### src/hw/rtl/tmc_pkg.sv
// Package for the tracker motor controller: item and state types,
// direction, request and register index codes, register reset values.
// No dependencies.
`timescale 1ns / 1ps

package tmc_pkg;

   localparam int unsigned TIME_W = 32;
   localparam int unsigned MV_W   = 12;
   localparam int unsigned MS_W   = 16;
   localparam int unsigned DUTY_W = 8;
   localparam int unsigned CSR_DATA_W = 16;

   typedef logic [1:0] dir_type;
   localparam dir_type DIR_STOP  = 2'd0;
   localparam dir_type DIR_LEFT  = 2'd1;
   localparam dir_type DIR_RIGHT = 2'd2;

   typedef logic [1:0] req_kind_type;
   localparam req_kind_type REQ_TIMER  = 2'd0;
   localparam req_kind_type REQ_AUTO   = 2'd1;
   localparam req_kind_type REQ_MANUAL = 2'd2;

   typedef logic [1:0] csr_index_type;
   localparam csr_index_type CSR_DEADBAND = 2'd0;
   localparam csr_index_type CSR_RUN_TIME = 2'd1;
   localparam csr_index_type CSR_HOLD_TIME = 2'd2;
   localparam csr_index_type CSR_DRIVE_DUTY = 2'd3;

   localparam logic [MV_W-1:0]   DEADBAND_RESET   = 12'd50;
   localparam logic [MS_W-1:0]   RUN_TIME_RESET   = 16'd500;
   localparam logic [MS_W-1:0]   HOLD_TIME_RESET  = 16'd3000;
   localparam logic [DUTY_W-1:0] DRIVE_DUTY_RESET = 8'd200;

   typedef struct packed {
      logic [MV_W-1:0]   deadband_mv;
      logic [MS_W-1:0]   run_time_ms;
      logic [MS_W-1:0]   hold_time_ms;
      logic [DUTY_W-1:0] drive_duty;
   } cfg_type;

   typedef struct packed {
      req_kind_type      req_type;
      logic [TIME_W-1:0] time_ms;
      logic [MV_W-1:0]   left_mv;
      logic [MV_W-1:0]   right_mv;
      logic              left_pressed;
      logic              right_pressed;
   } req_item_type;

   typedef struct packed {
      dir_type           direction;
      logic [DUTY_W-1:0] duty;
      logic              calib_request;
      logic              lockout_active;
   } rsp_item_type;

   typedef struct packed {
      dir_type           motor_dir;
      logic [TIME_W-1:0] stop_deadline;
      logic [TIME_W-1:0] hold_start;
      logic              hold_valid;
      logic              combo_lockout;
   } ctrl_state_type;

endpackage

### src/hw/rtl/tmc_req_if.sv
// Request channel of the tracker motor controller: valid, ready and one item.
// Depends on tmc_pkg.
`timescale 1ns / 1ps

interface tmc_req_if;
   logic                  valid;
   logic                  ready;
   tmc_pkg::req_item_type data;

   modport source (output valid, output data, input ready);
   modport sink (input valid, input data, output ready);
endinterface

### src/hw/rtl/tmc_rsp_if.sv
// Result channel of the tracker motor controller: valid, ready and one item.
// Depends on tmc_pkg.
`timescale 1ns / 1ps

interface tmc_rsp_if;
   logic                  valid;
   logic                  ready;
   tmc_pkg::rsp_item_type data;

   modport source (output valid, output data, input ready);
   modport sink (input valid, input data, output ready);
endinterface

### src/hw/rtl/tmc_csr.sv
// Configuration registers of the tracker motor controller.
// Depends on tmc_pkg.
`timescale 1ns / 1ps

module tmc_csr (
   input  logic                                clock,
   input  logic                                reset,
   input  logic                                csr_we,
   input  tmc_pkg::csr_index_type              csr_index,
   input  logic [tmc_pkg::CSR_DATA_W-1:0]      csr_wdata,
   output tmc_pkg::cfg_type                    cfg
);

   tmc_pkg::cfg_type cfg_ff;
   tmc_pkg::cfg_type cfg_in;

   always_comb begin
      cfg_in = cfg_ff;
      if (csr_we) begin
         case (csr_index)
            tmc_pkg::CSR_DEADBAND: begin
               cfg_in.deadband_mv = csr_wdata[tmc_pkg::MV_W-1:0];
            end
            tmc_pkg::CSR_RUN_TIME: begin
               cfg_in.run_time_ms = csr_wdata[tmc_pkg::MS_W-1:0];
            end
            tmc_pkg::CSR_HOLD_TIME: begin
               cfg_in.hold_time_ms = csr_wdata[tmc_pkg::MS_W-1:0];
            end
            tmc_pkg::CSR_DRIVE_DUTY: begin
               cfg_in.drive_duty = csr_wdata[tmc_pkg::DUTY_W-1:0];
            end
            default: begin
               cfg_in = cfg_ff;
            end
         endcase
      end
   end

   always_ff @(posedge clock) begin
      if (reset) begin
         cfg_ff.deadband_mv  <= tmc_pkg::DEADBAND_RESET;
         cfg_ff.run_time_ms  <= tmc_pkg::RUN_TIME_RESET;
         cfg_ff.hold_time_ms <= tmc_pkg::HOLD_TIME_RESET;
         cfg_ff.drive_duty   <= tmc_pkg::DRIVE_DUTY_RESET;
      end else begin
         cfg_ff <= cfg_in;
      end
   end

   assign cfg = cfg_ff;

endmodule

### src/hw/rtl/tmc_ctrl.sv
// Motor control state and its per-item update: timed stop, automatic
// turn, manual jog, both-button hold and lockout. Depends on tmc_pkg.
`timescale 1ns / 1ps

module tmc_ctrl (
   input  logic                  clock,
   input  logic                  reset,
   input  logic                  step_en,
   input  tmc_pkg::req_item_type item,
   input  tmc_pkg::cfg_type      cfg,
   output tmc_pkg::rsp_item_type rsp
);

   tmc_pkg::ctrl_state_type state_ff;
   tmc_pkg::ctrl_state_type state_in;

   logic [tmc_pkg::TIME_W-1:0] run_deadline;
   logic [tmc_pkg::TIME_W-1:0] hold_base;
   logic [tmc_pkg::TIME_W-1:0] hold_elapsed;
   logic                       hold_reached;
   logic                       deadline_hit;
   logic [tmc_pkg::MV_W:0]     left_limit;
   logic [tmc_pkg::MV_W:0]     right_limit;
   logic                       turn_left;
   logic                       turn_right;
   logic                       calib;

   assign run_deadline = item.time_ms
                         + {{(tmc_pkg::TIME_W-tmc_pkg::MS_W){1'b0}}, cfg.run_time_ms};
   assign deadline_hit = (state_ff.stop_deadline != '0)
                         && (item.time_ms >= state_ff.stop_deadline);

   assign left_limit  = {1'b0, item.right_mv} + {1'b0, cfg.deadband_mv};
   assign right_limit = {1'b0, item.left_mv} + {1'b0, cfg.deadband_mv};
   assign turn_left   = {1'b0, item.left_mv} > left_limit;
   assign turn_right  = {1'b0, item.right_mv} > right_limit;

   // A hold that starts on this poll has zero elapsed time.
   assign hold_base    = state_ff.hold_valid ? state_ff.hold_start : item.time_ms;
   assign hold_elapsed = item.time_ms - hold_base;
   assign hold_reached = hold_elapsed
                         >= {{(tmc_pkg::TIME_W-tmc_pkg::MS_W){1'b0}}, cfg.hold_time_ms};

   always_comb begin
      state_in = state_ff;
      calib    = 1'b0;
      case (item.req_type)
         tmc_pkg::REQ_TIMER: begin
            if (deadline_hit) begin
               state_in.motor_dir     = tmc_pkg::DIR_STOP;
               state_in.stop_deadline = '0;
            end
         end
         tmc_pkg::REQ_AUTO: begin
            if (turn_left) begin
               state_in.motor_dir     = tmc_pkg::DIR_LEFT;
               state_in.stop_deadline = run_deadline;
            end else if (turn_right) begin
               state_in.motor_dir     = tmc_pkg::DIR_RIGHT;
               state_in.stop_deadline = run_deadline;
            end else begin
               state_in.motor_dir     = tmc_pkg::DIR_STOP;
               state_in.stop_deadline = '0;
            end
         end
         tmc_pkg::REQ_MANUAL: begin
            if (state_ff.combo_lockout && (item.left_pressed || item.right_pressed)) begin
               state_in.motor_dir     = tmc_pkg::DIR_STOP;
               state_in.stop_deadline = '0;
            end else begin
               state_in.combo_lockout = 1'b0;
               state_in.stop_deadline = '0;
               if (item.left_pressed && item.right_pressed) begin
                  state_in.motor_dir = tmc_pkg::DIR_STOP;
                  if (hold_reached) begin
                     calib                  = 1'b1;
                     state_in.combo_lockout = 1'b1;
                     state_in.hold_valid    = 1'b0;
                  end else begin
                     state_in.hold_start = hold_base;
                     state_in.hold_valid = 1'b1;
                  end
               end else if (item.left_pressed) begin
                  state_in.hold_valid = 1'b0;
                  state_in.motor_dir  = tmc_pkg::DIR_LEFT;
               end else if (item.right_pressed) begin
                  state_in.hold_valid = 1'b0;
                  state_in.motor_dir  = tmc_pkg::DIR_RIGHT;
               end else begin
                  state_in.hold_valid = 1'b0;
                  state_in.motor_dir  = tmc_pkg::DIR_STOP;
               end
            end
         end
         default: begin
            state_in = state_ff;
         end
      endcase
   end

   always_ff @(posedge clock) begin
      if (reset) begin
         state_ff <= '0;
      end else if (step_en) begin
         state_ff <= state_in;
      end
   end

   assign rsp.direction      = state_in.motor_dir;
   assign rsp.duty           = (state_in.motor_dir == tmc_pkg::DIR_STOP) ? '0 : cfg.drive_duty;
   assign rsp.calib_request  = calib;
   assign rsp.lockout_active = state_in.combo_lockout;

endmodule

### src/hw/rtl/tracker_motor_controller_top.sv
// Top level of the tracker motor controller: input register, control state
// and result register. Depends on tmc_pkg, tmc_req_if, tmc_rsp_if, tmc_csr
// and tmc_ctrl.
//
// Usage: each item on req_chan is a timer update, an automatic sensor sample
// or a manual button poll; each gives exactly one item on rsp_chan with the
// motor direction, the duty, the calibration pulse and the lockout flag.
// Items are taken when valid and ready are both high.
// Each accepted item goes from the input register into the result register.
// Throughput: one item per cycle while rsp_chan.ready stays high; the two
// registers overlap, and the control state is updated as an item moves from
// the input register to the result register, so the next item always sees it.
// When the receiver stalls, the result register holds its item and the input
// register still takes one more item; after that req_chan.ready drops.
// The csr_ port writes the four configuration registers; writes are meant to
// come while the block is idle.
// Reset is synchronous: both registers empty, motor stopped, no timed stop,
// no hold and no lockout, configuration at its default values.
`timescale 1ns / 1ps

module tracker_motor_controller_top (
   input  logic                                 clock,
   input  logic                                 reset,
   tmc_req_if.sink                              req_chan,
   tmc_rsp_if.source                            rsp_chan,
   input  logic                                 csr_we,
   input  tmc_pkg::csr_index_type               csr_index,
   input  logic [tmc_pkg::CSR_DATA_W-1:0]       csr_wdata
);

   tmc_pkg::cfg_type      cfg;
   tmc_pkg::rsp_item_type step_rsp;

   logic                  in_vld_ff;
   logic                  in_vld_in;
   tmc_pkg::req_item_type in_item_ff;
   logic                  out_vld_ff;
   logic                  out_vld_in;
   tmc_pkg::rsp_item_type out_item_ff;
   logic                  advance;
   logic                  req_take;

   assign advance  = in_vld_ff && (!out_vld_ff || rsp_chan.ready);
   assign req_take = req_chan.valid && req_chan.ready;

   assign req_chan.ready = !in_vld_ff || advance;

   assign in_vld_in  = req_take || (in_vld_ff && !advance);
   assign out_vld_in = advance || (out_vld_ff && !rsp_chan.ready);

   tmc_csr u_csr (
      .clock     (clock),
      .reset     (reset),
      .csr_we    (csr_we),
      .csr_index (csr_index),
      .csr_wdata (csr_wdata),
      .cfg       (cfg)
   );

   tmc_ctrl u_ctrl (
      .clock   (clock),
      .reset   (reset),
      .step_en (advance),
      .item    (in_item_ff),
      .cfg     (cfg),
      .rsp     (step_rsp)
   );

   always_ff @(posedge clock) begin
      if (reset) begin
         in_vld_ff  <= 1'b0;
         out_vld_ff <= 1'b0;
      end else begin
         in_vld_ff  <= in_vld_in;
         out_vld_ff <= out_vld_in;
      end
   end

   always_ff @(posedge clock) begin
      if (req_take) begin
         in_item_ff <= req_chan.data;
      end
      if (advance) begin
         out_item_ff <= step_rsp;
      end
   end

   assign rsp_chan.valid = out_vld_ff;
   assign rsp_chan.data  = out_item_ff;

   a_calib_sets_lockout: assert property (@(posedge clock) disable iff (reset)
      (out_vld_ff && out_item_ff.calib_request) |-> out_item_ff.lockout_active)
      else $error("calibration pulse without lockout");

   a_stop_has_no_duty: assert property (@(posedge clock) disable iff (reset)
      (out_vld_ff && (out_item_ff.direction == tmc_pkg::DIR_STOP))
      |-> (out_item_ff.duty == '0))
      else $error("stopped motor with nonzero duty");

   a_full_blocks_input: assert property (@(posedge clock) disable iff (reset)
      (in_vld_ff && out_vld_ff && !rsp_chan.ready) |-> !req_chan.ready)
      else $error("input taken while both registers are full and stalled");

   a_advance_fills_output: assert property (@(posedge clock) disable iff (reset)
      advance |=> out_vld_ff)
      else $error("item moved on but result register is empty");

endmodule

### src/flat_wrapper.sv
// flat-port wrapper written by rule: the top's interface ports become plain ports
module tracker_motor_controller_top_flat 
  (clock, reset, csr_we, csr_index, csr_wdata, req_chan_valid, req_chan_data, req_chan_ready, rsp_chan_valid, rsp_chan_data, rsp_chan_ready);
  tmc_req_if req_chan_i ();
  tmc_rsp_if rsp_chan_i ();
  input  logic clock;
  input  logic reset;
  input  logic csr_we;
  input  tmc_pkg::csr_index_type csr_index;
  input  logic [tmc_pkg::CSR_DATA_W-1:0] csr_wdata;
  input wire logic [$bits(req_chan_i.valid)-1:0] req_chan_valid;
  input wire logic [$bits(req_chan_i.data)-1:0] req_chan_data;
  output wire logic [$bits(req_chan_i.ready)-1:0] req_chan_ready;
  output wire logic [$bits(rsp_chan_i.valid)-1:0] rsp_chan_valid;
  output wire logic [$bits(rsp_chan_i.data)-1:0] rsp_chan_data;
  input wire logic [$bits(rsp_chan_i.ready)-1:0] rsp_chan_ready;
  assign req_chan_i.valid = req_chan_valid;
  assign req_chan_i.data = req_chan_data;
  assign req_chan_ready = req_chan_i.ready;
  assign rsp_chan_valid = rsp_chan_i.valid;
  assign rsp_chan_data = rsp_chan_i.data;
  assign rsp_chan_i.ready = rsp_chan_ready;
  tracker_motor_controller_top u_core (.clock(clock), .reset(reset), .req_chan(req_chan_i), .rsp_chan(rsp_chan_i), .csr_we(csr_we), .csr_index(csr_index), .csr_wdata(csr_wdata));
endmodule
### config.mk
export PLATFORM = sky130hd
export DESIGN_NAME = tracker_motor_controller_top_flat
export DESIGN_NICKNAME = d
export VERILOG_FILES = /design/src/hw/rtl/tmc_pkg.sv /design/src/hw/rtl/tmc_req_if.sv /design/src/hw/rtl/tmc_rsp_if.sv /design/src/hw/rtl/tmc_csr.sv /design/src/hw/rtl/tmc_ctrl.sv /design/src/hw/rtl/tracker_motor_controller_top.sv /design/src/flat_wrapper.sv
export SDC_FILE = /design/constraint.sdc
export NUM_CORES = 1
export LEC_CHECK = 0
export BUFFER_PORTS_ARGS = -buffer_cell sky130_fd_sc_hd__buf_2
export CORE_MARGIN = 10
export CORE_UTILIZATION = 50
export CTS_BUF_LIST = sky130_fd_sc_hd__clkbuf_2
export CTS_CLUSTER_SIZE = 28
export DETAILED_ROUTE_END_ITERATION = 10
export PLACE_DENSITY_LB_ADDON = 0.15
export SYNTH_ARGS = -nofsm -noshare
export SYNTH_HDL_FRONTEND = slang
export SYNTH_SLANG_ARGS = --single-unit
### constraint.sdc
create_clock -name clock -period 18.35 [get_ports clock]
set_input_delay 0.9175 -clock clock [delete_from_list [all_inputs] [get_ports clock]]
set_output_delay 0.9175 -clock clock [all_outputs]
set_load 0.01 [all_outputs]
==> results.toml, run 1 <==
[route]
drc_errors = 0
vias_per_cell = 5.865
firstDrtPassIters = 5
wire_per_inst_um = 19.15
vias = 10990
drtAntennaViolNets = 0
route.final.wire_length_um = 35870
drt_iter0_drc = 970

[global_routing]
gr-total-overflow = 0
grt_first_pass_wirelength_um = 57200
grt_pass1_vias = 10500
grtUsageTotal = 0.2139
antenna_found_initial = 1
grt_max_degree = 61

[synth]
async_flop_share = 0
synth_fp_nets = 1697
synth_edf_count = 72
syn_area_per_cell_um2 = 8.769
ys.warnings.count = 0
yosysSeqAreaShare = 0.3584
ys.flop_type = "dfxtp_1"
synth-seq-cells = 194
synth_cell_types = 68
synth_cells = 1465
netlist_area_um2 = 12850

[worst_setup_path]
worst-path-buf-inv = 1
crit_required_ns = 19.06
max_stage_delay_ns = 1.06
cp_cell_sequence = "buf_4, o21ai_0, ha_1, fa_1, nand2b_1, a21oi_1, o21ai_1, a21oi_1, nor2_1, xnor2_1, ha_1, a21o_1, a21oi_1, o21ai_0, a211oi_1, nand3_1, or4_1, or4_1, or4_1, a21oi_1"
crit_family = "simple AND/OR/NAND/NOR gates"
cp_max_fo = 37
start_kind = "register"
critPathSlowestCell = "or4_1"
cp_common_cell = "a21oi_1"
cp_num_cells = 20
crit_arrival_ns = 7.40
rr_worst_depth = 20
crit_path_end_kind = "register"
path_class = "register to register"

[finish]
syn_to_final_growth_pct = 8.055
final_core_util = 0.5496
nets = 1761
fillers = 2360
drive_gt1_frac = 0.1064
fin_cells = 1873
layout_common_cells = "nand2_1 (168), ha_1 (145), a21oi_1 (128), dfxtp_1 (121), inv_1 (103)"
final_cell_area_um2 = 13880
final_common_cell = "nand2_1"

[clocking]
clock_tree.root_cell = "clkbuf_2"
path_clk_slew_ns = 0.40
htree_num_levels = 4
cts_resized = 0
cts_num_sinks = 194
clockBufferDepth = 2
holdBufCountCts = 0
cts_tree = "built"
numCtsBuffers = 17
insertion_delay_ns = 0.84
postCtsSetupBuffers = 0

[floorplanning]
fp.coreArea_um2 = 25250
die_width_um = 180.3
io_pins = 97
initial_core_util = 0.5087
die-area_um2 = 32500
fp.dieH_um = 180.3
fp-row-count = 58

[timing]
fmax_mhz = 149.6
hold_viol = 0
grt_setup_unrepaired = "no"
whs_ns = 0.2251
setup_tns_ns = 0
finalMaxSlewViolations = 0
fin_crit_sh = 0.3643
post-route-min-period_ns = 6.685
worst_pin_slew_ns = 1.210
setup_viol = 0
final.setup.worst_slack_ns = 11.66
relSlewSlack = 0.1937
skew_ns = 0.07637

[placed_design]
place_area_um2 = 13570
io_buffers = 96
dp_cells = 1840
pre_cts_ws_ns = 11.81
routabilityCongestion = 0.9162
dp_hpwl_um = 27420

[min_path]
holdPathStages = 1
hold_class = "input port to register"

[pwr]
power.leakage_nw = 5.443
finalPower_mw = 0.9735
p_per_area_nw_per_um2 = 70.13
ir_drop_mv = 0.05163

[run]
maxCapViolations = 0

[status]
status = "finished, final reports clean"
==> final timing paths <==
| kind | from | endpoint | slack [ns] |
|---|---|---|---|
| max reg2reg | u_core.u_ctrl.state_ff[1] | u_core.u_ctrl.state_ff[19] | 11.66 |
| max | u_core.u_ctrl.state_ff[1] | u_core.u_ctrl.state_ff[19] | 11.66 |
| min reg2reg | u_core.u_csr.cfg[5] | u_core.u_csr.cfg[5] | 0.46 |
| min | req_chan_data[26] | u_core.in_item_ff[26] | 0.23 |
==> power by group <==
part / internal (mW) / switching, mW / total, mW
registers: 0.465 / 0.0180 / 0.483
logic: 0.0982 / 0.145 / 0.243
clock network: 0.0575 / 0.190 / 0.247
==> synthesized netlist by cell type (5+ instances only) <==
| cell type | number | area share |
|---|---|---|
| and3_1 | 9 | 0.0044 |
| xor2_1 | 26 | 0.018 |
| xnor2_1 | 43 | 0.029 |
| o2111ai_1 | 7 | 0.0048 |
| o41ai_1 | 33 | 0.022 |
| nand2b_1 | 12 | 0.0058 |
| nor2_1 | 83 | 0.024 |
| nor2b_1 | 25 | 0.012 |
| ha_1 | 145 | 0.14 |
| inv_1 | 103 | 0.030 |
| and2_1 | 9 | 0.0044 |
| clkbuf_1 | 53 | 0.015 |
| or4_1 | 7 | 0.0041 |
| a21o_1 | 41 | 0.024 |
| a22oi_1 | 19 | 0.011 |
| o21bai_1 | 6 | 0.0035 |
| nand2_1 | 168 | 0.049 |
| a21oi_1 | 128 | 0.050 |
| a2111oi_0 | 6 | 0.0041 |
| nand3_1 | 63 | 0.025 |
| nor3_1 | 24 | 0.0094 |
| a31oi_1 | 8 | 0.0039 |
| or2_2 | 5 | 0.0024 |
| a211oi_1 | 9 | 0.0053 |
| nand4_1 | 26 | 0.013 |
| mux2i_1 | 29 | 0.023 |
| o21ai_0 | 58 | 0.023 |
| nor4_1 | 14 | 0.0068 |
| o211ai_1 | 11 | 0.0064 |
| o21a_1 | 14 | 0.0082 |
| dfxtp_1 | 122 | 0.19 |
| edfxtp_1 | 72 | 0.17 |
| a21oi_2 | 5 | 0.0034 |
| o21ai_1 | 8 | 0.0031 |
==> cell type report <==
type                            instances  area, um2  share of cell area
Multi-Input combinational cell       1102       7572              0.5455
Sequential cell                       194       4606              0.3318
Timing Repair Buffer                  111      593.1             0.04273
Tap cell                              330      412.9             0.02975
Inverter                              103      386.6             0.02785
Clock inverter                         15      222.7             0.01604
Clock buffer                           17      85.08            0.006129
Antenna cell                            1      2.502           0.0001803
==> metal layers <==
layer / part of all wire / vias to the layer above / global-route usage
met5: 0 / - / 0
met2: 0.44 / 324 / 0.3269
met4: 0.0084 / 0 / 0.03379
li1: - / 5468 / -
met3: 0.059 / 19 / 0.04237
met1: 0.50 / 5174 / 0.3091
==> flip-flops by register name, summed over array words and instances, names as in the netlist <==
name                    count
u_core.rsp_chan.valid       1
u_core.rsp_chan.data       12
u_core.u_csr.cfg           52
u_core.u_ctrl.state_ff     68
u_core.in_vld_ff            1
u_core.in_item_ff          60
==> logic make-up (layout without fill, tap and decap cells) <==
logic type	after synthesis	count (layout)	share of synthesized area
and+or+nand+nor	467	467	0.1734
AOI/OAI and AO/OA	388	388	0.1987
DFF	194	194	0.3584
buffers and inverters	169	246	0.05240
adders and majority gates	149	149	0.1475
xor gates and xnor gates	69	69	0.04704
muxes	29	29	0.02260
other	0	1	0
No activity file was read; power rests on OpenSTA's default activity.
==> run 2, diff against run 1 <==
- ABC_AREA: unset -> 1
- clock period: 18.35 -> 5.45 ns (I/O delays scaled with it)
==> run 2 against run 1 <==
  * Design area is 14% higher
  * Sequential share of layout area is 4.1 points lower
  * Flip-flop and latch count did not move
  * Clock skew decreased by 0.0057 ns
  * Synthesized area rose by 7.7%
  * Critical path type unchanged
  * Largest power group unchanged
  * Highest routed layer unchanged
==> results.toml, run 2 <==
[status]
status = "finished, final reports clean"

[finish]
largest_reg_flops = 68
syn_to_final_growth_pct = 14.40
drive_gt1_frac = 0.07833
fillers = 2584
final_core_util = 0.5840
top_register = "u_core.u_ctrl.state_ff"
layout_common_cells = "nand2_1 (494), inv_1 (275), nor2_1 (188), a21oi_1 (166), ha_1 (145)"
nets = 2351
final_common_cell = "nand2_1"

[pwr]
power.leakage_nw = 7.607
p_per_area_nw_per_um2 = 212.9
intPower_mw = 2.114
power_frac_comb = 0.307
seq_power_share = 0.487
power_switching_mw = 1.256
clkPwrFrac = 0.206
sw_frac_of_total = 0.3727
ir_drop_mv = 0.1481

[worst_setup_path]
crit_start = "u_core.u_ctrl.state_ff[1]"
max_stage_delay_ns = 0.59
critPathSlowestCell = "nor2_4"
r2r-end = "u_core.u_ctrl.state_ff[20]"
path_class = "register to register"
cp_common_cell = "nand2_1"
crit_required_ns = 6.21
crit_path_end_kind = "register"
r2r_slack_ns = 0.67
cp_max_fo = 36
reg2reg_from = "u_core.u_ctrl.state_ff[1]"
cp_cell_sequence = "buf_4, mux2i_1, ha_1, nand2_1, nor2_2, nand2_1, inv_1, nand2_1, nand2_1, xor2_1, ha_1, a21oi_1, nor2_1, a211oi_1, nand2_1, nand3b_1, nor2_2, nand3b_4, nor2_4, buf_12, nand3_1, nand2_1, nor2_1"
rr_worst_depth = 23
crit_arrival_ns = 5.54
worstSetupEndpoint = "u_core.u_ctrl.state_ff[20]"
start_kind = "register"

[run]
maxCapViolations = 0

[synth]
synth_area_leaders = "dfxtp_1 (18%), edfxtp_1 (16%), nand2_1 (13%)"
yosys-top-cells-count = "nand2_1 (494), inv_1 (276), nor2_1 (189)"
syn_area_per_cell_um2 = 7.114
ys.flop_type = "dfxtp_1"
synth_edf_count = 72
async_flop_share = 0
synth_cell_types = 44
synth-seq-cells = 194
synth_top_area_share = 0.1765
synth_area_leader_cell = "dfxtp_1"
synth_fp_nets = 2177
yosysMostFrequentCell = "nand2_1"
synth_cells = 1945
yosysSeqAreaShare = 0.3328
ys.warnings.count = 0
netlist_area_um2 = 13840

[route]
met3_length_um = 2294
drt_iter0_drc = 986
route.met2.wl_um = 18480
route.final.wire_length_um = 40120
drc_errors = 0
vias = 13260
wl_met1_um = 18600
drtAntennaViolNets = 0
firstDrtPassIters = 5
wire_per_inst_um = 16.00
vias_per_cell = 5.288
top_layer_used = "met4"

[timing]
worst_pin_slew_ns = 1.096
setup_tns_ns = 0
post-route-min-period_ns = 4.779
grt_setup_unrepaired = "no"
relSlewSlack = 0.2677
setup_viol = 0
fin_crit_sh = 0.8768
fmax_mhz = 209.3
hold_viol = 0
skew_ns = 0.07069
finalMaxSlewViolations = 0

[global_routing]
gr-total-overflow = 0
antenna_found_initial = 3
grt_first_pass_wirelength_um = 64280
grt_max_degree = 70
grtUsageTotal = 0.2245
grt_pass1_vias = 12730

[clocking]
path_clk_slew_ns = 0.31
cts_num_sinks = 194
insertion_delay_ns = 0.83
htree_num_levels = 4
numCtsBuffers = 17
postCtsSetupBuffers = 0
clockBufferDepth = 2
clock_tree.root_cell = "clkbuf_2"
cts_tree = "built"

[floorplanning]
fp.coreArea_um2 = 27100
die_width_um = 186.3
fp-row-count = 60
initial_core_util = 0.5105
io_pins = 97
fp.dieH_um = 186.3
die-area_um2 = 34720

[min_path]
hold_class = "input port to register"

[placed_design]
routabilityCongestion = 0.9917
io_buffers = 96
dp_hpwl_um = 30730
-- run 2: stage by stage --
step | cells | total power, mW | area, um2 | worst slack, ns | hold slack (ns)
6_report | 2507 | 3.370 | 15830 | 0.6713 | 0.1388
5_1_grt | 2507 | 3.599 | 15830 | 0.2791 | 0.05225
4_1_cts | 2504 | 3.384 | 15820 | 0.7312 | 0.05478
3_5_place_dp | 2375 | 2.634 | 14640 | 0.7922 | 0.4506
3_3_place_gp | 2375 | 2.617 | 14640 | 0.9544 | 0.4427
2_1_floorplan | 1945 | 2.352 | 13840 | 1.530 | 0.3714
-- run 2: cell families (layout without fill, tap and decap cells) --
kind of cell	Yosys count	after routing	synth area share
other	0	3	0
muxes	14	14	0.01013
and+or+nand+nor	899	899	0.2715
AOI/OAI and AO/OA	300	300	0.1186
DFF	194	194	0.3328
xor gates and xnor gates	57	57	0.03608
buffers and inverters	332	519	0.09405
adders and majority gates	149	149	0.1369
-- run 2: final cells by class --
type / count / area [um2] / share of cell area
Sequential cell: 194 / 4604 / 0.2909
Antenna cell: 3 / 7.507 / 0.0004743
Multi-Input combinational cell: 1419 / 7938 / 0.5015
Tap cell: 372 / 465.4 / 0.02941
Clock buffer: 18 / 90.09 / 0.005692
Clock inverter: 14 / 121.4 / 0.007668
Timing Repair Buffer: 202 / 1531 / 0.09676
Inverter: 285 / 1070 / 0.06759
-- run 2: power by group through the flow --
stage / Sequential [mW] / Combinational (mW) / Clock [mW]
after floorplan: 1.64 / 0.712 / 0
after global placement: 1.66 / 0.953 / 0
after detailed placement: 1.66 / 0.969 / 0
after CTS: 1.64 / 1.03 / 0.719
after global routing: 1.65 / 1.18 / 0.775
final: 1.64 / 1.04 / 0.695
-- run 2: critical path: cells and delay by family (launching register included) --
family	cells	cell delay, ns
compound gates	2	0.42
xor+xnor	1	0.21
fa+ha+maj	2	0.55
buf+inv	3	0.65
flops	1	0.57
mux	1	0.29
simple gates	14	2.00
-- run 2: timing repair --
action	4_1_cts	5_1_grt
hold buffers	97	0
endpoints found under the hold margin	134	0
gates resized for setup	0	0
-- run 2: worst min path at each step --
stage | startpoint | to | cells past startpoint
2_1_floorplan | req_chan_data[0] | u_core.in_item_ff[0] | 0
3_3_place_gp | u_core.u_csr.cfg[0] | u_core.u_csr.cfg[0] | 2
3_5_place_dp | req_chan_data[1] | u_core.in_item_ff[1] | 1
4_1_cts | req_chan_data[38] | u_core.in_item_ff[38] | 2
5_1_grt | req_chan_data[16] | u_core.in_item_ff[16] | 2
6_report | req_chan_data[42] | u_core.in_item_ff[42] | 2
-- run 2: metal layers --
layer | GRT usage | vias to the layer above
met4 | 0.06035 | 0
met2 | 0.3702 | 401
met5 | 0 | -
li1 | - | 6705
met1 | 0.2969 | 6102
met3 | 0.03706 | 49
==> run 3, diff against run 2 <==
- RECOVER_POWER: unset -> 50
==> run 3 against run 2 <==
  * The run now ends with capacitance limit, slew limit left
  * Setup slack worse by 0.042 ns
  * Utilization hardly changed
  * Worst hold slack worse by 0.0073 ns
  * Clock power hardly changed
  * Critical path type unchanged
  * Largest cell class unchanged
==> results.toml, run 3 (synthesized netlist as in run 2, its figures left out) <==
[timing]
finalMaxSlewViolations = 95
post-route-min-period_ns = 4.821
fin_crit_sh = 0.8845
setup_tns_ns = 0
skew_ns = 0.06901
hold_viol = 0
relSlewSlack = -1.264
fmax_mhz = 207.4
whs_ns = 0.1315
final.setup.worst_slack_ns = 0.6293
setup_viol = 0
worst_pin_slew_ns = 3.396
grt_setup_unrepaired = "no"

[worst_setup_path]
path_class = "register to register"
cp_max_fo = 36
crit_required_ns = 6.21
start_kind = "register"
crit_path_end_kind = "register"
crit_arrival_ns = 5.59

[status]
violations = "capacitance limit, slew limit"
status = "finished with violations"

[pwr]
p_per_area_nw_per_um2 = 213.1
finalPower_mw = 3.372
ir_drop_mv = 0.1483
power.leakage_nw = 7.595

[floorplanning]
io_pins = 97
fp.dieH_um = 186.3
fp-row-count = 60
die_width_um = 186.3
die-area_um2 = 34720
initial_core_util = 0.5105
fp.coreArea_um2 = 27100

[global_routing]
antenna_found_initial = 3
gr-total-overflow = 0
grt_max_degree = 70
grtUsageTotal = 0.2245
grt_first_pass_wirelength_um = 64280
grt_pass1_vias = 12730

[route]
drc_errors = 0
vias_per_cell = 5.298
vias = 13280
wire_per_inst_um = 15.99
drtAntennaViolNets = 0
drt_iter0_drc = 973
firstDrtPassIters = 6
route.final.wire_length_um = 40090

[finish]
final_common_cell = "nand2_1"
nets = 2351
final_core_util = 0.5837
layout_common_cells = "nand2_1 (494), inv_1 (276), nor2_1 (188), a21oi_1 (166), ha_1 (145)"
top_register = "u_core.u_ctrl.state_ff"
syn_to_final_growth_pct = 14.33
drive_gt1_frac = 0.07598
fin_cells = 2507
fillers = 2588
largest_reg_flops = 68
final_cell_area_um2 = 15820

[placed_design]
pre_cts_ws_ns = 0.7922
io_buffers = 96
routabilityCongestion = 0.9917
dp_hpwl_um = 30730
dp_cells = 2375
place_area_um2 = 14640

[clocking]
cts_resized = 0
clockBufferDepth = 2
numCtsBuffers = 17
path_clk_slew_ns = 0.31
cts_num_sinks = 194
clock_tree.root_cell = "clkbuf_2"
insertion_delay_ns = 0.84
cts_tree = "built"
htree_num_levels = 4

[min_path]
hold_class = "input port to register"

[run]
maxCapViolations = 2
==> run 3: path summary, 6_finish.rpt <==
check                            startpoint                          to  slack [ns]  cells after the start
setup reg to reg  u_core.u_ctrl.state_ff[1]  u_core.u_ctrl.state_ff[20]        0.63                     23
hold / removal            req_chan_data[42]       u_core.in_item_ff[42]        0.13                      2
setup / recovery  u_core.u_ctrl.state_ff[1]  u_core.u_ctrl.state_ff[20]        0.63                     23
hold reg to reg         u_core.u_csr.cfg[1]         u_core.u_csr.cfg[1]        0.47                      2
==> run 3: timing repair <==
| item | 4_1_cts | 5_1_grt |
|---|---|---|
| endpoints found under the hold margin | 134 | 0 |
| setup buffers | 0 | 0 |
| hold buffers | 97 | 0 |
==> run 3: metal layers <==
metal / vias up / track usage / wire length [um]
li1: 6705 / - / -
met4: 0 / 0.06035 / 735
met5: - / 0 / 0
met2: 393 / 0.3702 / 18440
met1: 6122 / 0.2969 / 18700
met3: 62 / 0.03706 / 2214
==> run 3: area by class of cell <==
class                   count  area [um2]  share of cell area
multi-input cells        1419        7938              0.5018
flip-flops and latches    194        4604              0.2911
repair buffers            202        1523             0.09626
inverters                 285        1070             0.06763
well taps                 372       465.4             0.02942
clock inverters            14       121.4            0.007672
clock buffers              18       90.09            0.005695
diodes                      3       7.507           0.0004746
==> run 3: critical path, cell delays in order (launching register included) <==
cell	delay (ns)
dfxtp_1	0.58
buf_4	0.31
mux2i_1	0.31
ha_1	0.27
nand2_1	0.12
nor2_2	0.22
nand2_1	0.11
inv_1	0.06
nand2_1	0.05
nand2_1	0.12
xor2_1	0.21
ha_1	0.28
a21oi_1	0.16
nor2_1	0.06
a211oi_1	0.26
nand2_1	0.09
nand3b_1	0.18
nor2_2	0.13
nand3b_4	0.10
nor2_4	0.58
buf_12	0.28
nand3_1	0.10
nand2_1	0.09
nor2_1	0.06
==> run 3: power by group <==
part           internal [mW]  switching [mW]
clock network          0.139           0.557
logic                  0.399           0.636
registers               1.58          0.0630
